$ cat config.mk
export PLATFORM = sky130hd
export DESIGN_NAME = b2nv_raster
export DESIGN_NICKNAME = d
export VERILOG_FILES = /design/src/rtl/core/bgr_to_nv12_420_converter_core_macros.svh /design/src/rtl/core/b2nv_pkg.sv /design/src/rtl/core/b2nv_raster.sv
export SDC_FILE = /design/constraint.sdc
export NUM_CORES = 1
export LEC_CHECK = 0
export BUFFER_PORTS_ARGS = -buffer_cell sky130_fd_sc_hd__buf_4
export CAP_MARGIN = 5
export CORE_MARGIN = 4
export CORE_UTILIZATION = 30
export CTS_CLUSTER_DIAMETER = 30
export DETAILED_ROUTE_END_ITERATION = 8
export SYNTH_ARGS = -nofsm -noshare
export SYNTH_HDL_FRONTEND = slang
export SYNTH_SLANG_ARGS = --single-unit
$ cat constraint.sdc
create_clock -name clock -period 4.5 [get_ports clock]
set_input_delay 0.225 -clock clock [delete_from_list [all_inputs] [get_ports clock]]
set_output_delay 0.225 -clock clock [all_outputs]
set_load 0.005 [all_outputs]
$ cat src/rtl/core/bgr_to_nv12_420_converter_core_macros.svh
// Assertion macros shared by the converter RTL.
// Every macro samples on the rising edge of clock.
`ifndef BGR_TO_NV12_420_CONVERTER_CORE_MACROS_SVH
`define BGR_TO_NV12_420_CONVERTER_CORE_MACROS_SVH

// Check a property outside of reset.
`define B2NV_ASSERT(label, prop, msg) \
   label: assert property (@(posedge clock) disable iff (reset) (prop)) else $error(msg);

// Check a property on every edge, reset included.
`define B2NV_ASSERT_ALWAYS(label, prop, msg) \
   label: assert property (@(posedge clock) (prop)) else $error(msg);

`endif

$ cat src/rtl/core/b2nv_pkg.sv
package b2nv_pkg;

   // Pixel and configuration widths
   localparam int PIX_W    = 8;
   localparam int SUM_W    = PIX_W + 1;
   localparam int SIZE_W   = 13;
   localparam int COUNT_W  = 12;
   localparam int CSR_IDX_W = 2;

   // Canvas limits and line store geometry
   localparam int MAX_WIDTH  = 4096;
   localparam int MAX_HEIGHT = 4096;
   localparam int LINE_DEPTH = MAX_WIDTH / 2;
   localparam int LINE_AW    = $clog2(LINE_DEPTH);
   localparam int LINE_W     = 3 * SUM_W;

   localparam logic [SIZE_W-1:0] SIZE_RESET = SIZE_W'(640);

   // Configuration register indexes
   typedef enum logic [CSR_IDX_W-1:0] {
      CSR_FRAME_WIDTH  = 2'd0,
      CSR_FRAME_HEIGHT = 2'd1
   } csr_index_type;

   // One accepted pixel as it leaves the raster stage
   typedef struct packed {
      logic [PIX_W-1:0] blue;
      logic [PIX_W-1:0] green;
      logic [PIX_W-1:0] red;
      logic [SUM_W-1:0] sum_blue;
      logic [SUM_W-1:0] sum_green;
      logic [SUM_W-1:0] sum_red;
      logic             chroma;
      logic             frame_end;
   } beat_type;

   // Line store access for the current beat
   typedef struct packed {
      logic               wr_en;
      logic               rd_en;
      logic [LINE_AW-1:0] addr;
      logic [LINE_W-1:0]  wr_data;
   } line_ctl_type;

endpackage

$ cat src/rtl/core/b2nv_raster.sv
module b2nv_raster (
   input  logic                        clock,
   input  logic                        reset,
   input  logic                        accept,
   input  logic [b2nv_pkg::PIX_W-1:0]  blue,
   input  logic [b2nv_pkg::PIX_W-1:0]  green,
   input  logic [b2nv_pkg::PIX_W-1:0]  red,
   input  logic [b2nv_pkg::SIZE_W-1:0] frame_width,
   input  logic [b2nv_pkg::SIZE_W-1:0] frame_height,
   output b2nv_pkg::beat_type          beat,
   output b2nv_pkg::line_ctl_type      line
);
   import b2nv_pkg::*;

   logic [COUNT_W-1:0]   col_ff, col_in;
   logic [COUNT_W-1:0]   row_ff, row_in;
   logic [3*PIX_W-1:0]   hold_ff, hold_in;
   logic [SIZE_W-1:0]    width_eff, height_eff;
   logic                 last_col, last_row;
   logic [SUM_W-1:0]     sum_b, sum_g, sum_r;

   // Even size, zero taken as two, capped at the limit
   function automatic logic [SIZE_W-1:0] eff_size(input logic [SIZE_W-1:0] raw,
                                                  input logic [SIZE_W-1:0] limit);
      logic [SIZE_W-1:0] s;
      s = {raw[SIZE_W-1:1], 1'b0};
      if (s == '0) s = SIZE_W'(2);
      if (s > limit) s = limit;
      return s;
   endfunction

   assign width_eff  = eff_size(frame_width, SIZE_W'(MAX_WIDTH));
   assign height_eff = eff_size(frame_height, SIZE_W'(MAX_HEIGHT));
   assign last_col   = ({1'b0, col_ff} + SIZE_W'(1)) >= width_eff;
   assign last_row   = ({1'b0, row_ff} + SIZE_W'(1)) >= height_eff;

   // Horizontal pair sums with the held left pixel
   assign sum_b = SUM_W'(blue)  + SUM_W'(hold_ff[3*PIX_W-1:2*PIX_W]);
   assign sum_g = SUM_W'(green) + SUM_W'(hold_ff[2*PIX_W-1:PIX_W]);
   assign sum_r = SUM_W'(red)   + SUM_W'(hold_ff[PIX_W-1:0]);

   // Advance the raster position on each beat and hold the left pixel on even columns
   always_comb begin
      col_in  = col_ff;
      row_in  = row_ff;
      hold_in = hold_ff;
      if (accept) begin
         if (!col_ff[0]) begin
            hold_in = {blue, green, red};
         end
         if (last_col) begin
            col_in = '0;
            row_in = last_row ? '0 : row_ff + COUNT_W'(1);
         end else begin
            col_in = col_ff + COUNT_W'(1);
         end
      end
   end

   always_ff @(posedge clock) begin
      if (reset) begin
         col_ff  <= '0;
         row_ff  <= '0;
         hold_ff <= '0;
      end else begin
         col_ff  <= col_in;
         row_ff  <= row_in;
         hold_ff <= hold_in;
      end
   end

   // Beat description for the color pipeline
   always_comb begin
      beat.blue      = blue;
      beat.green     = green;
      beat.red       = red;
      beat.sum_blue  = sum_b;
      beat.sum_green = sum_g;
      beat.sum_red   = sum_r;
      beat.chroma    = col_ff[0] & row_ff[0];
      beat.frame_end = last_col & last_row;
   end

   // Even rows store pair sums, odd rows read them back
   always_comb begin
      line.wr_en   = accept & col_ff[0] & ~row_ff[0];
      line.rd_en   = accept & col_ff[0] & row_ff[0];
      line.addr    = col_ff[LINE_AW:1];
      line.wr_data = {sum_b, sum_g, sum_r};
   end

endmodule

==> impl_metrics.tcl <==
set metrics [dict create \
    diodes 0 \
    endpoint_kind "output pin" \
    layout.cells.non_filler 803 \
    dr.pass1.iters 4 \
    die-area_um2 16100 \
    synth-seq-cells 48 \
    synth_cell_types 49 \
    ir_drop_mv 0.103 \
    start_util_pct 30.6 \
    design.core.area_um2 13900 \
    clock.fmax_mhz 261 \
    power_density_nw_per_um2 255 \
    hold_path_depth 3 \
    synth_seq_area_share_pct 22.6 \
    reg2reg_to "row_ff[8]$_SDFFE_PP0P_" \
    post-route-min-period_ps 3840 \
    cp_max_fo 10 \
    drt-initial-drc-count 227 \
    design_area_um2 5160 \
    ios 146 \
    drive_above_1_share_pct 27.3 \
    use_met3_pct 3.09 \
    timing.critical_path.required_ps 4280 \
    cts_resized 0 \
    hold_viol_final 0 \
    first_global_vias 3817 \
    nets 728 \
    grt_use_met2_pct 24.0 \
    detailed_place.area_um2 4990 \
    start_kind "flop" \
    syn-num-nets 660 \
    slew_headroom_pct 20.5 \
    synthFlopType "dfxtp_1" \
    grt_max_degree 44 \
    antenna_found_initial 0 \
    ys_async_sr_fraction_pct 0 \
    drcViolationCount 0 \
    setup_tns_ps 0 \
    place.gp.congestion 0.829 \
    vias 3868 \
    final.period_utilization_pct 85.3 \
    grt.total_usage_pct 13.1 \
    syn_inst 554 \
    setup_viol_count_final 0 \
    grt_overflow 0 \
    cts_made_buffers 5 \
    crit_end "beat[0]" \
    cts_root_buf "clkbuf_16" \
    ant_nets 0 \
    drt-wirelength-per-cell_um 13.5 \
    post-cts-setup-buffer-count 0 \
    vias_per_cell 4.82 \
    clkLatencyLatePin_ps 290 \
    reg2reg_setup_slack_ps 770 \
    post-dp-hpwl_um 8660 \
    clockBufferDepth 2 \
    rsz0062_at_grt "false" \
    grt_use_met1_pct 15.6 \
    cts_tree "done" \
    startpoint "col_ff[0]$_SDFFE_PP0P_" \
    area_growth_pct 21.5 \
    dp_cells 795 \
    drv_cap 0 \
    final_max_slew_viol_count 0 \
    cts_sinks 48 \
    rows 43 \
    synth_area_um2 4250 \
    portBuffers 143 \
    hold_slack_ps 199 \
    grt-busiest-layer "met2" \
    fin_worst_skew_ps 7.75 \
    synth_top_cell_area_share_pct 22.6 \
    r2r_start "col_ff[0]$_SDFFE_PP0P_" \
    cts_htree_levels 2 \
    wirelength_um 10800 \
    worst_pin_slew_ps 1190 \
    synth-edff-count 0 \
    hold_buffers 0 \
    syn_avg_cell_area_um2 7.67 \
    die_w_um 127 \
    cp.arrival_ps 3610 \
    synth_area_leaders "dfxtp_1 23%, ha_1 15%, buf_4 11%" \
    path_class "flop to output pin" \
    r2r_cells 12 \
    cts.clk_slew.worst_paths_ps 70 \
    status "completed" \
    yosysWarnings 0 \
    grt_pass1_wl_um 17800 \
    synth_area_leader_cell "dfxtp_1" \
    die_h_um 127 \
    hp-class "primary input to flop" \
    p_leak_nw 2.47 \
]
-- kinds of logic (layout without fill, tap and decap cells) --
kind of cell	Yosys count	count (layout)	share of synthesized area, %
muxes	3	3	0.737
DFF	48	48	22.6
and+or+nand+nor	195	195	20.9
adders and majority gates	53	53	16.1
buffers and inverters	106	175	15.2
AOI/OAI and AO/OA	111	111	16.6
xor gates and xnor gates	38	38	7.84
-- power breakdown --
group | total [W] | switching [W] | internal, W | leakage (nW)
clock network | 0.000425 | 0.000164 | 0.000261 | 0.0798
registers | 0.000464 | 0.0000202 | 0.000444 | 0.391
logic | 0.000425 | 0.000199 | 0.000225 | 2.00
total | 0.00131 | 0.000384 | 0.000931 | 2.47
-- synthesized netlist by cell type (2+ instances only) --
cell type / number
nor2b_1: 5
nor2_1: 40
buf_1: 2
buf_4: 63
o22ai_1: 2
nor3b_1: 6
fa_1: 3
o21a_1: 2
and4_1: 2
nand2b_1: 6
dfxtp_1: 48
o41ai_1: 3
xor2_1: 12
nor4_1: 4
nand2_1: 93
clkbuf_1: 14
nor3_1: 6
inv_1: 24
a21oi_1: 52
and3_1: 7
a21o_2: 6
nand4_1: 3
mux2i_1: 2
a221o_2: 2
nand3_1: 16
a22o_2: 2
xnor2_1: 26
buf_2: 2
a21o_1: 10
o21ai_0: 15
and2_1: 2
a31oi_1: 8
ha_1: 50
-- how the worst min path moves through the flow --
stage,from,endpoint
after global placement,hold_ff[4]$_SDFFE_PP0P_,hold_ff[4]$_SDFFE_PP0P_
after detailed placement,hold_ff[15]$_SDFFE_PP0P_,hold_ff[15]$_SDFFE_PP0P_
after global routing,blue[0],hold_ff[16]$_SDFFE_PP0P_
after floorplan,red[0],hold_ff[0]$_SDFFE_PP0P_
after CTS,green[2],hold_ff[10]$_SDFFE_PP0P_
final,green[0],hold_ff[8]$_SDFFE_PP0P_
-- cells in the final DEF (no fill, tap or decap), types with 3 or more instances in the layout --
cell	count
a21o_2	6
clkbuf_16	5
xor2_1	12
nor3_1	6
nand4_1	3
o41ai_1	3
and3_1	7
nor2b_1	5
dfxtp_1	48
nor3b_1	6
a21oi_1	52
nor4_1	4
buf_4	143
nand3_1	16
a21o_1	10
nand2_1	93
a31oi_1	8
ha_1	50
o21ai_0	15
nand2b_1	6
nor2_1	39
inv_1	24
fa_1	3
xnor2_1	26
-- flip-flops by register name (all words and copies together) (netlist names) --
name,count
col_ff,12
hold_ff,24
row_ff,12
-- through the flow --
step,utilization (%),total power [W],setup slack [ps]
detailed placement,36.0,0.000906,782
global route,37.2,0.00141,399
CTS,37.2,0.00134,638
global placement,36.0,0.000893,870
floorplan,-,0.000744,1140
finish,37.2,0.00131,661
-- final cells by class --
cell class                      count  area (um^2)
Fill cell                        1439         8720
Inverter                           24         90.1
Timing Repair Buffer              143         1070
Clock buffer                        5          125
Clock inverter                      3         42.5
Multi-Input combinational cell    400         2640
Tap cell                          180          225
Sequential cell                    48          961
-- critical path, stage by stage (launching register included) --
cell	delay (ps)
dfxtp_1	550
ha_1	300
and3_1	310
and3_1	210
and3_1	240
xor2_1	170
ha_1	270
a21o_1	180
a21o_1	190
or3_4	400
o21bai_4	250
nor2_1	90
buf_4	140
-- layer usage --
metal	share of wire (%)	vias to the layer above
li1	-	1967
met1	41	1776
met2	50	118
met3	7.3	7
met4	0.79	0
met5	0	-
No activity file was read; power rests on OpenSTA's default activity.
