--- src/rtl/core/bgr_to_nv12_420_converter_core_macros.svh ---
// Assertion macros shared by the converter RTL.
// Every macro samples on the rising edge of clock.
`ifndef BGR_TO_NV12_420_CONVERTER_CORE_MACROS_SVH
`define BGR_TO_NV12_420_CONVERTER_CORE_MACROS_SVH

// Check a property outside of reset.
`define B2NV_ASSERT(label, prop, msg) \
   label: assert property (@(posedge clock) disable iff (reset) (prop)) else $error(msg);

// Check a property on every edge, reset included.
`define B2NV_ASSERT_ALWAYS(label, prop, msg) \
   label: assert property (@(posedge clock) (prop)) else $error(msg);

`endif

--- src/rtl/core/b2nv_ram.sv ---
module b2nv_ram #(
   parameter int WIDTH = 8,
   parameter int DEPTH = 16
) (
   input  logic                     clock,
   input  logic                     wr_en,
   input  logic [$clog2(DEPTH)-1:0] wr_addr,
   input  logic [WIDTH-1:0]         wr_data,
   input  logic                     rd_en,
   input  logic [$clog2(DEPTH)-1:0] rd_addr,
   output logic [WIDTH-1:0]         rd_data
);

   logic [WIDTH-1:0] mem_ff [DEPTH];
   logic [WIDTH-1:0] rd_data_ff;

   // Write port, registered read port that holds without a read
   always_ff @(posedge clock) begin
      if (wr_en) begin
         mem_ff[wr_addr] <= wr_data;
      end
      if (rd_en) begin
         rd_data_ff <= mem_ff[rd_addr];
      end
   end

   assign rd_data = rd_data_ff;

endmodule

--- config.mk ---
export PLATFORM = sky130hd
export DESIGN_NAME = b2nv_ram
export DESIGN_NICKNAME = d
export VERILOG_FILES = /design/src/rtl/core/bgr_to_nv12_420_converter_core_macros.svh /design/src/rtl/core/b2nv_ram.sv
export SDC_FILE = /design/constraint.sdc
export NUM_CORES = 1
export LEC_CHECK = 0
export ABC_AREA = 1
export BUFFER_PORTS_ARGS = -buffer_cell sky130_fd_sc_hd__buf_4
export CAP_MARGIN = 20
export CELL_PAD_IN_SITES_DETAIL_PLACEMENT = 1
export CELL_PAD_IN_SITES_GLOBAL_PLACEMENT = 2
export CORE_MARGIN = 2
export CORE_UTILIZATION = 46
export CTS_BUF_LIST = sky130_fd_sc_hd__clkbuf_8
export DETAILED_ROUTE_END_ITERATION = 12
export PLACE_DENSITY = 0.95
export SETUP_SLACK_MARGIN = 0.2
export SYNTH_ARGS = -nofsm -noshare
export SYNTH_HDL_FRONTEND = slang
export SYNTH_SLANG_ARGS = --single-unit
--- constraint.sdc ---
create_clock -name clock -period 2.11 [get_ports clock]
set_input_delay 0.3165 -clock clock [delete_from_list [all_inputs] [get_ports clock]]
set_output_delay 0.3165 -clock clock [all_outputs]
set_load 0.02 [all_outputs]
==> out/results.txt, run 1 <==
CTS Buffer Depth -> 2
Nets@finish -> 611
Hold_ws -> 0.183 ns
Initial DRC count -> 344
DR WL/cell -> 19.8 um
Critical path arrival -> 1.55 ns
Yosys warns -> 0
Die Ht -> 117 um
Wire length of the first global-routing pass -> 23400 um
Peak supply drop -> 744 uV
# DRC -> 0
Status -> completed
CP Capture Type -> flop
Vias in the first global route -> 4113
DP HPWL -> 9740 um
Measured slew at the worst slew-check pin -> 0.640 ns
Chip width -> 117 um
Slew Limit Fails -> 0
Fraction of registers with async set/reset -> 0%
Initial Util -> 46.7%
Synth area leaders -> edfxtp_1, nand2_1, nand3_1, inv_1, buf_6
Pre-CTS WS -> 0.302 ns
Clock transition at path regs -> 0.08 ns
Hold Path Class -> in -> reg
Sequential share of the synthesized area -> 69.8%
CTS Buf Count -> 17
Crit Path Max Fanout -> 33
Drt first pass iters -> 4
Max-Cap Viols -> 0
Core Util, Final -> 53.8%
Hold Fails Final Rpt -> 0
Number of synthesized register bits -> 136
Via-to-Cell Ratio -> 5.24
Initial antenna violation count -> 0
Core Box Area -> 12500 um^2
Worst-Skew Late Latency -> 0.44 ns
Root buf cell -> clkbuf_8
Synth top cells by count -> nand2_1, edfxtp_1, inv_1
Synth top area share -> 69.8%
Slew margin rel. -> 57.3%
GRT overflow -> 0
Port Buffers -> 26
EDFF count, synth -> 136
Synth area leader -> edfxtp_1
Post-CTS Hold Fix Bufs -> 0
Mapped Cells -> 551
Largest net degree at the start of global routing -> 65
Layout Skew -> 0.00716 ns
Synthesized cell area -> 5850 um^2
GRT Overall Usage -> 24.1%
Number of routed nets with antenna violations -> 0
Area grow syn2layout -> 15.1%
Post-CTS setup buffers -> 0
Ys flop type -> edfxtp_1
Area of the die -> 13600 um^2
I/O pin total -> 27
RSZ-0062 raised after global routing -> false
Crit path time final -> 1.36 ns
TNS Setup -> 0 ns
GPL Wtd Cong -> 0.799
Final period utilization -> 64.4%
Syn nets -> 570
Average size of a mapped cell -> 10.6 um^2
Power density over the cells -> 889 nW/um^2
H-Tree Depth -> 4
Ant. Diodes -> 0
Crit start category -> input port
Number of fill cells -> 1385
FMAX -> 0.736 GHz
Critical path class -> in -> reg
Leakage Power -> 0.00289 uW
CTS tree -> done
WP data required -> 2.30 ns
Routed vias -> 4067
Cells resized by post-CTS repair -> 0
# rows -> 41
Share of cells above drive strength 1 -> 12.7%
Crit path setup slack, layout -> 0.752 ns
Endpoints failing setup -> 0
Count of cell types in the netlist -> 11
Routed WL -> 15400 um
Top-count cell post-synth -> nand2_1
Clk sinks -> 136
## sequential cells by signal, indices dropped and copies added (netlist names)
name,flops
mem_ff,128
rd_data,8
## logic make-up (layout without fill, tap and decap cells)
kind of cell | Yosys count | in the layout | synth area share [%]
buffers and inverters | 126 | 179 | 9.39
DFF | 136 | 136 | 69.8
and+or+nand+nor | 289 | 289 | 20.8
## stage by stage
step,power (uW),cell area (um^2),std cells
3_3_place_gp,3510,6270,745
6_report,5980,6730,776
4_1_cts,6010,6730,776
3_5_place_dp,3530,6270,745
2_1_floorplan,3340,5850,551
5_1_grt,6150,6730,776
## where the power goes
part           total, uW  internal [uW]  switching (uW)
registers           3060           3040            18.9
logic                414            123             291
clock network       2510           1510            1000
total               5980           4670            1310
## per-layer routing
layer / track usage [%] / vias to the layer above / share of wire [%]
met5: 0 / - / 0
met4: 9.73 / 0 / 2.7
met3: 4.93 / 33 / 5.2
met2: 39.3 / 136 / 50
met1: 31.8 / 2037 / 43
li1: - / 1861 / -
## critical path, cell delays in order
cell and delay (ns):
buf_4 0.32, inv_2 0.36, nand3_1 0.20, nand3_1 0.12, nand3_1 0.12, nand2_1 0.08
## layout by cell type, fill, tap and decap left out, drive strengths merged, types with 6 or more instances in the layout
cell and instances:
nand3 97, nor2 17, clkinv 6, edfxtp 136
clkbuf 17, inv 102, buf 46, bufinv 6
nand2 173
## worst paths after layout
path                           startpoint                    to  slack, ns  depth (start not counted)
hold reg to reg   mem_ff[12][0]$_DFFE_PP_  rd_data[0]$_DFFE_PP_       0.80                          6
setup / recovery               rd_addr[1]  rd_data[1]$_DFFE_PP_       0.75                          6
setup reg to reg   mem_ff[6][0]$_DFFE_PP_  rd_data[0]$_DFFE_PP_       0.92                          6
hold / removal                      rd_en  rd_data[7]$_DFFE_PP_       0.18                          1
## layout make-up
type                       count  area (um^2)  share of cell area (%)
inverter                     102          383                    5.69
clock inverter                14          230                    3.42
multi-input combinational    289         1210                    18.0
sequential                   136         4080                    60.7
tap                          172          215                    3.20
clock buffer                  17          234                    3.48
timing repair buffer          46          370                    5.50
Power figures use the tool's default switching activity.
==> run 2: changes to the inputs <==
--- a/config.mk
+++ b/config.mk
@@ -11,10 +11,10 @@
 export CELL_PAD_IN_SITES_DETAIL_PLACEMENT = 1
 export CELL_PAD_IN_SITES_GLOBAL_PLACEMENT = 2
 export CORE_MARGIN = 2
-export CORE_UTILIZATION = 46
+export CORE_UTILIZATION = 42
 export CTS_BUF_LIST = sky130_fd_sc_hd__clkbuf_8
 export DETAILED_ROUTE_END_ITERATION = 12
-export PLACE_DENSITY = 0.95
+export PLACE_DENSITY = 0.89
 export SETUP_SLACK_MARGIN = 0.2
 export SYNTH_ARGS = -nofsm -noshare
 export SYNTH_HDL_FRONTEND = slang
==> constraint.sdc (replaced) <==
create_clock -name clock -period 1.4 [get_ports clock]
set_input_delay 0.21 -clock clock [delete_from_list [all_inputs] [get_ports clock]]
set_output_delay 0.21 -clock clock [all_outputs]
set_load 0.02 [all_outputs]
==> out/results.txt, run 2 (synthesized netlist as in run 1, its figures left out) <==
Status -> completed
Vias in the first global route -> 4216
H-Tree Depth -> 4
# rows -> 43
Delay-heaviest family, CP -> flip-flops
Max-Cap Viols -> 0
Core Util, Final -> 49.2%
Reg2reg setup slack -> 0.27 ns
Slew margin rel. -> 72.7%
GPL Wtd Cong -> 0.854
Hold Fails Final Rpt -> 0
Endpoints failing setup -> 0
Crit start category -> flop
Peak supply drop -> 559 uV
CTS Buffer Depth -> 2
Chip width -> 122 um
Root buf cell -> clkbuf_8
Most frequent cells in the layout -> nand2_1, edfxtp_1, inv_1, nand3_1, buf_4
Port Buffers -> 26
Cells after DPL -> 763
Worst-Skew Late Latency -> 0.43 ns
Critical R2R Capture -> rd_data[7]$_DFFE_PP_
Die Ht -> 122 um
Initial Util -> 42.6%
Clk sinks -> 136
FMAX -> 0.776 GHz
Drt first pass iters -> 4
Measured slew at the worst slew-check pin -> 0.409 ns
Area grow syn2layout -> 15.6%
Max reg flops -> 128
Initial DRC count -> 254
Initial antenna violation count -> 0
R2r startpoint -> mem_ff[13][7]$_DFFE_PP_
Area of the die -> 14900 um^2
Routed vias -> 3946
DP HPWL -> 10100 um
Tot Pwr -> 7730 uW
CTS Buf Count -> 17
Worst Hold Path EP -> rd_data[3]$_DFFE_PP_
Via-to-Cell Ratio -> 4.98
Largest net degree at the start of global routing -> 51
Hold Path Stages -> 1
Ant. Diodes -> 0
Pre-CTS WS -> -0.0616 ns
Crit Path Max Fanout -> 1
Hold_ws -> 0.0806 ns
Clock transition at path regs -> 0.07 ns
CP Capture Type -> output pin
Slew Limit Fails -> 0
Wire length of the first global-routing pass -> 23700 um
Power density over the cells -> 1140 nW/um^2
CTS tree -> done
Routed WL -> 15000 um
CP max stage cell -> edfxtp_1
Nets@finish -> 621
Worst path max stage delay -> 0.47 ns
GRT overflow -> 0
Hold Path Class -> in -> reg
Cells on worst reg2reg path -> 6
Non-filler instance count after layout -> 792
Biggest register -> mem_ff
Critical path arrival -> 1.08 ns
Layout Skew -> 0.00904 ns
WP buf/inv -> 1
Critical path class -> reg -> out
RSZ-0062 raised after global routing -> true
# DRC -> 0
GRT Overall Usage -> 21.9%
Crit path setup slack, layout -> 0.112 ns
CP Cell Sequence -> buf_6
I/O pin total -> 27
Crit path time final -> 1.29 ns
DR WL/cell -> 18.9 um
WP data required -> 1.19 ns
Number of routed nets with antenna violations -> 0
Core Box Area -> 13700 um^2
Most common cell after layout, fill and taps aside -> nand2_1
Share of cells above drive strength 1 -> 14.5%
Worst Hold Launch -> rd_en
Final period utilization -> 92.0%
Leakage Power -> 0.00292 uW
[run 2: cell types whose count changed in the layout (fill, tap and decap cells not counted), moves of 3 or more]
cell,delta
nand3_1,-11
nand3_2,+11
buf_6,+8
bufinv_16,-6
clkinv_1,+4
buf_12,+3
inv_1,+3
[run 2: stage by stage]
stage	TNS (ns)	cell area [um^2]
global placement	-0.0479	6390
floorplan	0	5850
CTS	0	6710
global route	0	6760
detailed placement	-0.147	6390
finish	0	6760
[run 2: per-layer routing]
metal | share of wire (%) | track usage, % | vias up
met5 | 0 | 0 | -
met4 | 2.2 | 8.55 | 0
met3 | 6.1 | 3.65 | 19
met2 | 49 | 36.6 | 107
met1 | 42 | 28.8 | 1944
li1 | - | - | 1876
[run 2: cell type report]
class                   count  area, um^2
repair buffers             56         513
well taps                 180         225
clock inverters            12        48.8
clock buffers              17         234
flip-flops and latches    136        4080
fillers                  1521        6960
multi-input cells         289        1270
inverters                 102         383
[run 2: power by group]
part | switching [uW] | leakage, uW | internal, uW
clock network | 1320 | 0.000159 | 1120
logic | 439 | 0.00153 | 233
registers | 35.7 | 0.00124 | 4590
total | 1790 | 0.00292 | 5940
[run 2: how the worst max path moves through the flow]
stage / from / to / slack [ns] / cells after the start
6_report: rd_data[5]$_DFFE_PP_ / rd_data[5] / 0.11 / 1
3_3_place_gp: rd_addr[0] / rd_data[3]$_DFFE_PP_ / -0.03 / 9
2_1_floorplan: wr_addr[2] / mem_ff[10][0]$_DFFE_PP_ / 0.24 / 2
4_1_cts: rd_data[5]$_DFFE_PP_ / rd_data[5] / 0.08 / 1
3_5_place_dp: rd_addr[1] / rd_data[3]$_DFFE_PP_ / -0.06 / 7
5_1_grt: rd_data[5]$_DFFE_PP_ / rd_data[5] / 0.09 / 1
[run 2: what timing repair did]
action | in CTS | in global routing
hold buffers | 0 | 0
gates resized for setup | 9 | 10
setup buffers | 0 | 0
setup endpoints to repair | 9 | 13
