## src/rtl/core/bgr_to_nv12_420_converter_core_macros.svh

```systemverilog
// Assertion macros shared by the converter RTL.
// Every macro samples on the rising edge of clock.
`ifndef BGR_TO_NV12_420_CONVERTER_CORE_MACROS_SVH
`define BGR_TO_NV12_420_CONVERTER_CORE_MACROS_SVH

// Check a property outside of reset.
`define B2NV_ASSERT(label, prop, msg) \
   label: assert property (@(posedge clock) disable iff (reset) (prop)) else $error(msg);

// Check a property on every edge, reset included.
`define B2NV_ASSERT_ALWAYS(label, prop, msg) \
   label: assert property (@(posedge clock) (prop)) else $error(msg);

`endif

```

## src/rtl/core/b2nv_pkg.sv

```systemverilog
package b2nv_pkg;

   // Pixel and configuration widths
   localparam int PIX_W    = 8;
   localparam int SUM_W    = PIX_W + 1;
   localparam int SIZE_W   = 13;
   localparam int COUNT_W  = 12;
   localparam int CSR_IDX_W = 2;

   // Canvas limits and line store geometry
   localparam int MAX_WIDTH  = 4096;
   localparam int MAX_HEIGHT = 4096;
   localparam int LINE_DEPTH = MAX_WIDTH / 2;
   localparam int LINE_AW    = $clog2(LINE_DEPTH);
   localparam int LINE_W     = 3 * SUM_W;

   localparam logic [SIZE_W-1:0] SIZE_RESET = SIZE_W'(640);

   // Configuration register indexes
   typedef enum logic [CSR_IDX_W-1:0] {
      CSR_FRAME_WIDTH  = 2'd0,
      CSR_FRAME_HEIGHT = 2'd1
   } csr_index_type;

   // One accepted pixel as it leaves the raster stage
   typedef struct packed {
      logic [PIX_W-1:0] blue;
      logic [PIX_W-1:0] green;
      logic [PIX_W-1:0] red;
      logic [SUM_W-1:0] sum_blue;
      logic [SUM_W-1:0] sum_green;
      logic [SUM_W-1:0] sum_red;
      logic             chroma;
      logic             frame_end;
   } beat_type;

   // Line store access for the current beat
   typedef struct packed {
      logic               wr_en;
      logic               rd_en;
      logic [LINE_AW-1:0] addr;
      logic [LINE_W-1:0]  wr_data;
   } line_ctl_type;

endpackage

```

## src/rtl/core/b2nv_pixel_pipe.sv

```systemverilog
module b2nv_pixel_pipe (
   input  logic                        clock,
   input  logic                        reset,
   input  logic                        accept,
   input  b2nv_pkg::beat_type          beat,
   input  logic [b2nv_pkg::LINE_W-1:0] line_rd_data,
   output logic                        advance,
   output logic                        rsp_valid,
   input  logic                        rsp_ready,
   output logic [b2nv_pkg::PIX_W-1:0]  rsp_luma,
   output logic                        rsp_chroma_valid,
   output logic [b2nv_pkg::PIX_W-1:0]  rsp_chroma_blue,
   output logic [b2nv_pkg::PIX_W-1:0]  rsp_chroma_red,
   output logic                        rsp_frame_end
);
   import b2nv_pkg::*;

   localparam int LUMA_W = 2 * PIX_W - 1;
   localparam int CHR_W  = 2 * PIX_W + 1;
   localparam int MEAN_W = SUM_W + 1;

   // Stage 1: accepted beat, line store read in flight
   beat_type          s1_beat_ff;
   logic              s1_valid_ff;
   // Stage 2: luma and block means
   logic [PIX_W-1:0]  s2_luma_ff, s2_luma_in;
   logic [PIX_W-1:0]  s2_mb_ff, s2_mb_in;
   logic [PIX_W-1:0]  s2_mg_ff, s2_mg_in;
   logic [PIX_W-1:0]  s2_mr_ff, s2_mr_in;
   logic              s2_chroma_ff, s2_fe_ff, s2_valid_ff;
   // Output register
   logic [PIX_W-1:0]  out_luma_ff, out_u_ff, out_u_in, out_v_ff, out_v_in;
   logic              out_chroma_ff, out_fe_ff, out_valid_ff;

   logic [LUMA_W-1:0] luma_sum;
   logic [MEAN_W-1:0] blk_b, blk_g, blk_r;
   logic [CHR_W-1:0]  u_sum, v_sum;

   // Move the whole pipe whenever the output slot is free or taken
   assign advance = ~out_valid_ff | rsp_ready;

   // Luma: weighted sum, round, shift by seven
   assign luma_sum = LUMA_W'(s1_beat_ff.red) * LUMA_W'(38)
                   + LUMA_W'(s1_beat_ff.green) * LUMA_W'(75)
                   + LUMA_W'(s1_beat_ff.blue) * LUMA_W'(15)
                   + LUMA_W'(64);
   assign s2_luma_in = luma_sum[LUMA_W-1:PIX_W-1];

   // 2x2 block totals, truncated mean
   assign blk_b = MEAN_W'(s1_beat_ff.sum_blue)
                + MEAN_W'(line_rd_data[3*SUM_W-1:2*SUM_W]);
   assign blk_g = MEAN_W'(s1_beat_ff.sum_green)
                + MEAN_W'(line_rd_data[2*SUM_W-1:SUM_W]);
   assign blk_r = MEAN_W'(s1_beat_ff.sum_red)
                + MEAN_W'(line_rd_data[SUM_W-1:0]);
   assign s2_mb_in = blk_b[MEAN_W-1:2];
   assign s2_mg_in = blk_g[MEAN_W-1:2];
   assign s2_mr_in = blk_r[MEAN_W-1:2];

   // Chroma with rounding and the 128 offset folded in; both sums stay positive
   assign u_sum = CHR_W'(32896) + CHR_W'(s2_mb_ff) * CHR_W'(127)
                - CHR_W'(s2_mr_ff) * CHR_W'(43) - CHR_W'(s2_mg_ff) * CHR_W'(84);
   assign v_sum = CHR_W'(32896) + CHR_W'(s2_mr_ff) * CHR_W'(127)
                - CHR_W'(s2_mg_ff) * CHR_W'(107) - CHR_W'(s2_mb_ff) * CHR_W'(20);

   // Clamp to a byte, zero when no block completes
   always_comb begin
      out_u_in = '0;
      out_v_in = '0;
      if (s2_chroma_ff) begin
         out_u_in = u_sum[CHR_W-1] ? '1 : u_sum[CHR_W-2:PIX_W];
         out_v_in = v_sum[CHR_W-1] ? '1 : v_sum[CHR_W-2:PIX_W];
      end
   end

   // Valid bits
   always_ff @(posedge clock) begin
      if (reset) begin
         s1_valid_ff  <= 1'b0;
         s2_valid_ff  <= 1'b0;
         out_valid_ff <= 1'b0;
      end else if (advance) begin
         s1_valid_ff  <= accept;
         s2_valid_ff  <= s1_valid_ff;
         out_valid_ff <= s2_valid_ff;
      end
   end

   // Payload stages
   always_ff @(posedge clock) begin
      if (advance) begin
         s1_beat_ff    <= beat;
         s2_luma_ff    <= s2_luma_in;
         s2_mb_ff      <= s2_mb_in;
         s2_mg_ff      <= s2_mg_in;
         s2_mr_ff      <= s2_mr_in;
         s2_chroma_ff  <= s1_beat_ff.chroma;
         s2_fe_ff      <= s1_beat_ff.frame_end;
         out_luma_ff   <= s2_luma_ff;
         out_u_ff      <= out_u_in;
         out_v_ff      <= out_v_in;
         out_chroma_ff <= s2_chroma_ff;
         out_fe_ff     <= s2_fe_ff;
      end
   end

   assign rsp_valid        = out_valid_ff;
   assign rsp_luma         = out_luma_ff;
   assign rsp_chroma_valid = out_chroma_ff;
   assign rsp_chroma_blue  = out_u_ff;
   assign rsp_chroma_red   = out_v_ff;
   assign rsp_frame_end    = out_fe_ff;

endmodule
```

## config.mk

```make
export PLATFORM = sky130hd
export DESIGN_NAME = b2nv_pixel_pipe
export DESIGN_NICKNAME = d
export VERILOG_FILES = /design/src/rtl/core/bgr_to_nv12_420_converter_core_macros.svh /design/src/rtl/core/b2nv_pkg.sv /design/src/rtl/core/b2nv_pixel_pipe.sv
export SDC_FILE = /design/constraint.sdc
export NUM_CORES = 1
export LEC_CHECK = 0
export ABC_AREA = 1
export ABC_CLOCK_PERIOD_IN_PS = 15060
export BUFFER_PORTS_ARGS = -buffer_cell sky130_fd_sc_hd__buf_2
export CAP_MARGIN = 10
export CORE_ASPECT_RATIO = 1.75
export CORE_MARGIN = 2
export CORE_UTILIZATION = 65
export CTS_BUF_LIST = sky130_fd_sc_hd__clkbuf_8
export DETAILED_ROUTE_END_ITERATION = 8
export PLACE_DENSITY = 0.85
export RECOVER_POWER = 25
export SKIP_LAST_GASP = 1
export SLEW_MARGIN = 20
export SYNTH_ARGS = -nofsm -noshare
export SYNTH_HDL_FRONTEND = slang
export SYNTH_SLANG_ARGS = --single-unit
```

## constraint.sdc

```tcl
create_clock -name clock -period 15.06 [get_ports clock]
set_input_delay 0 -clock clock [delete_from_list [all_inputs] [get_ports clock]]
set_output_delay 0 -clock clock [all_outputs]
set_load 0.02 [all_outputs]
```

==> results.md <==
- The via count is 10400.
- The transition time at the pin with the least slew margin is 1.038 ns.
- The floorplan has 73 rows.
- Setup violations remaining at the end of the flow were counted as 0.
- The part of the Yosys area used for sequential elements is 23.30%.
- The summed area of non-filler cells in the final layout is 16810 µm².
- The clock passes through at most 2 buffers.
- At the placement stage, the worst setup path has a slack of 7.623 ns.
- Entering global routing, the biggest net connects 77 pins.
- The number of primary I/O pins is 112.
- In this run the critical register-to-register path is captured at rsp_chroma_blue[1]$_SDFFCE_PN0P_.
- Leaving out fill and tap cells, the most frequent cells in the layout are sky130_fd_sc_hd__inv_1 (423), sky130_fd_sc_hd__ha_1 (235), sky130_fd_sc_hd__fa_1 (220), sky130_fd_sc_hd__nand2_1 (133), sky130_fd_sc_hd__edfxtp_1 (113).
- Wire segments on met2 add up to 19820 µm in the final route.
- By area the synthesized netlist is led by sky130_fd_sc_hd__fa_1 (30%), sky130_fd_sc_hd__edfxtp_1 (23%), sky130_fd_sc_hd__ha_1 (20%).
- The total number of clock tree sinks is 116.
- The uppermost signal routing layer after detailed routing is met4.
- The number of pins with negative max-slew slack in the final report came to 0.
- For this block, the initial DRC count from the detailed router was 358.
- The worst-skew pair later-pin latency is 0.48 ns.
- The first global-routing pass estimated 57820 µm of wire.
- The routability congestion estimate is 0.9699.
- The max-capacitance violation count is 0.
- The launch point of the worst reg-to-reg path is s2_mg_ff[1]$_DFFE_PP_.
- The number of instances on the worst hold path is 3.
- The worst hold path belongs to the class in2reg.
- The H-tree was split into 4 levels.
- The relative slew slack is 30.80%.
- The biggest area contributor in the post-synthesis netlist is sky130_fd_sc_hd__fa_1.
- The fraction of registers with async set or reset after synthesis is 0%.
- After clock tree synthesis, the clock-pin slew on the worst setup and hold paths is 0.08 ns.
- The via count of the first global-routing pass is 12190.
- The number of library cell types mapped by synthesis is 42.
- The count of flip-flops with a built-in enable after synthesis is 113.
- The number of buffers inserted by post-CTS setup repair is 0.
- The detailed-routing wirelength on met1 is 10850 µm.
- The total area inside the core boundary comes to 22560 µm².
- STA puts the critical path data required time at 15.29 ns.
- The biggest fanout along the worst timing path is 8.
- The flow ran to the end, and the final reports show no timing, DRC or antenna violations.
- The worst setup path is launched from a flip-flop.
- Port buffering added 111 buffers.
- Compared with the post-synthesis result, the final layout area differs by 13.42%.
- Setup slack closes at 7.616 ns.
- The worst register-to-register path has a depth of 25.
- The clock tree from TritonCTS is done.
- The detailed route wirelength on metal3 is 1063 µm.
- For this run, the number of Yosys warnings is 0.
- Summed over all layers, the global routing overflow is 0.
- The final layout contains routed wiring with a total length of 34940 µm.
- Derived from the worst setup path, the maximum achievable clock frequency is 134.3 MHz.
- The commonest non-fill, non-tap cell in the layout is sky130_fd_sc_hd__inv_1.
- The chip width is 118.1 µm.
- The clock root buffer master is sky130_fd_sc_hd__clkbuf_8.
- The average detailed-routed wire length per instance is 18.02 µm.
- The number of design rule violations left after detail routing is 0.
- The register bit total from synthesis is 116.
- At the worst endpoint, the arrival time is 7.68 ns.
- The final period utilization is 49.43%.
- For the final routed database, the setup TNS stands at 0 ns.
- The post-route netlist has 10.25% of its cells at a drive strength greater than 1.
- In the routed layout, each cell is associated on average with a via count of 5.365.
- STA classifies the critical path endpoint as a flip-flop.
- The number of buffers inserted during clock tree synthesis is 17.
- Synthesis produced a netlist with a net count of 1966.
- The netlist area before placement is 14820 µm².
- The critical path in this run is classified as reg2reg.
- Setup repair after global routing left no endpoint under its margin.
- For this run, the post-layout net count is 2166.
- The path with the worst hold slack has its endpoint at s2_mg_ff[3]$_DFFE_PP_.
- The shortest period the worst path allows is 7.444 ns.
- The die outline area is 24070 µm².
- The number of antenna violations at the first check in global routing is 0.
- Across all register-to-register paths, the minimum setup slack is 7.62 ns.
- Synthesis produced 1427 cells.
- The average cell area after synthesis is 10.38 µm².
- The cell area after placement is 15760 µm².
- The antenna diode count is 0.
- For this run, the leading register cell type out of synthesis is sky130_fd_sc_hd__edfxtp_1.
- The top cell type by area accounts for 29.72% of the synthesized area.
- The starting utilization of the core area is 65.69%.
- The count of nets left with antenna violations once routing finished came out at 0.
- The post-route worst hold slack is 0.03051 ns.
- The hold violation count in the final report was 0.
- Measured along the y axis, the die boundary spans 203.7 µm.
- The half-perimeter wire length after placement is 28240 µm.
- In the global route stage, overall resource usage came out at 31.67%.
- Between clock sinks in the finished design, the worst skew comes to 0.01612 ns.
- The pre-antenna-repair detailed-routing pass consisted of 6 iterations.
- The startpoint of the worst hold path is line_rd_data[14].
-- metal layers --
layer,global-route usage (%),vias to the layer above
li1,-,4848
met1,27.62,5113
met2,62.12,290
met3,4.642,151
met4,25.43,0
met5,0,-
-- through the flow --
step / utilization, % / std cells
6_report: 74.50 / 1939
5_1_grt: 74.50 / 1939
4_1_cts: 74.51 / 1939
3_5_place_dp: 69.86 / 1839
3_3_place_gp: 69.86 / 1839
2_1_floorplan: - / 1427
-- kinds of logic after synthesis --
group	Yosys count	synth area share [%]
adders and majority gates	455	49.56
DFF	116	23.30
and+or+nand+nor	235	7.177
AOI/OAI and AO/OA	135	5.370
buffers and inverters	426	10.79
xor gates and xnor gates	60	3.799
-- cell usage after synthesis (2+ instances only) --
master,n
sky130_fd_sc_hd__nor3_1,5
sky130_fd_sc_hd__dfxtp_1,3
sky130_fd_sc_hd__inv_2,4
sky130_fd_sc_hd__nand3b_1,3
sky130_fd_sc_hd__o21ai_0,12
sky130_fd_sc_hd__o31ai_1,3
sky130_fd_sc_hd__a21oi_1,71
sky130_fd_sc_hd__nand4_2,2
sky130_fd_sc_hd__o2111ai_1,2
sky130_fd_sc_hd__o21bai_1,3
sky130_fd_sc_hd__fa_1,220
sky130_fd_sc_hd__nand3_2,2
sky130_fd_sc_hd__xnor2_1,13
sky130_fd_sc_hd__nor3_2,2
sky130_fd_sc_hd__a31oi_1,5
sky130_fd_sc_hd__inv_1,421
sky130_fd_sc_hd__edfxtp_1,113
sky130_fd_sc_hd__nand3_1,27
sky130_fd_sc_hd__or2_2,3
sky130_fd_sc_hd__o21a_1,2
sky130_fd_sc_hd__nor4_1,2
sky130_fd_sc_hd__nand2_2,10
sky130_fd_sc_hd__nand4_1,9
sky130_fd_sc_hd__a211oi_1,5
sky130_fd_sc_hd__a21o_1,20
sky130_fd_sc_hd__nand2_1,133
sky130_fd_sc_hd__nor2_2,2
sky130_fd_sc_hd__ha_1,235
sky130_fd_sc_hd__xor2_1,45
sky130_fd_sc_hd__o21ai_1,8
sky130_fd_sc_hd__nor2_1,31
-- worst max-delay path by stage --
stage                                from  cells after the start  slack (ns)                                to
floorplan           s2_mg_ff[1]$_DFFE_PP_                     25        8.08  rsp_chroma_blue[0]$_SDFFCE_PN0P_
detailed placement  s2_mg_ff[1]$_DFFE_PP_                     25        7.62  rsp_chroma_blue[1]$_SDFFCE_PN0P_
CTS                 s2_mg_ff[1]$_DFFE_PP_                     25        7.60  rsp_chroma_blue[1]$_SDFFCE_PN0P_
global route        s2_mg_ff[1]$_DFFE_PP_                     32        7.13  rsp_chroma_blue[1]$_SDFFCE_PN0P_
global placement    s2_mg_ff[1]$_DFFE_PP_                     25        7.71  rsp_chroma_blue[0]$_SDFFCE_PN0P_
finish              s2_mg_ff[1]$_DFFE_PP_                     25        7.62  rsp_chroma_blue[1]$_SDFFCE_PN0P_
-- worst max-delay path, cell delays in order (launching register included) --
cell and delay [ns]:
sky130_fd_sc_hd__edfxtp_1 0.49, sky130_fd_sc_hd__ha_1 0.34, sky130_fd_sc_hd__ha_1 0.34, sky130_fd_sc_hd__fa_1 0.47, sky130_fd_sc_hd__ha_1 0.37, sky130_fd_sc_hd__a21oi_1 0.15, sky130_fd_sc_hd__nand2_1 0.08, sky130_fd_sc_hd__or2_2 0.27
sky130_fd_sc_hd__nand2_1 0.06, sky130_fd_sc_hd__inv_1 0.06, sky130_fd_sc_hd__fa_1 0.47, sky130_fd_sc_hd__fa_1 0.52, sky130_fd_sc_hd__fa_1 0.53, sky130_fd_sc_hd__fa_1 0.54, sky130_fd_sc_hd__inv_1 0.05, sky130_fd_sc_hd__fa_1 0.55
sky130_fd_sc_hd__fa_1 0.42, sky130_fd_sc_hd__ha_1 0.36, sky130_fd_sc_hd__a21oi_1 0.29, sky130_fd_sc_hd__o21ai_1 0.13, sky130_fd_sc_hd__a21oi_1 0.17, sky130_fd_sc_hd__nand2_2 0.10, sky130_fd_sc_hd__xor2_4 0.23, sky130_fd_sc_hd__nand2_1 0.09
sky130_fd_sc_hd__nand2_1 0.06, sky130_fd_sc_hd__inv_1 0.04
-- registers in the layout, indices dropped and copies added, names as in the netlist --
name              count
rsp_luma              8
s2_luma_ff            8
rsp_chroma_blue       8
rsp_valid             1
s2_mg_ff              8
rsp_frame_end         1
s2_fe_ff              1
s1_beat_ff           53
s2_mr_ff              8
s2_chroma_ff          1
s1_valid_ff           1
s2_mb_ff              8
rsp_chroma_valid      1
s2_valid_ff           1
rsp_chroma_red        8
-- final cells by class --
| cell class | instances | area [µm²] |
|---|---|---|
| inverters | 426 | 1602 |
| well taps | 300 | 375.4 |
| clock buffers | 17 | 234.0 |
| clock inverters | 14 | 123.9 |
| fillers | 1568 | 5753 |
| repair buffers | 181 | 1252 |
| multi-input cells | 885 | 9767 |
| flip-flops and latches | 116 | 3453 |
-- timing repair --
| action | CTS | global route |
|---|---|---|
| gates resized for setup | 0 | 0 |
| hold buffers | 69 | 0 |
| hold endpoints to repair | 69 | 0 |
Power is not shown: default switching activity piles up to over one toggle a cycle in this logic, so the estimate is an artifact.
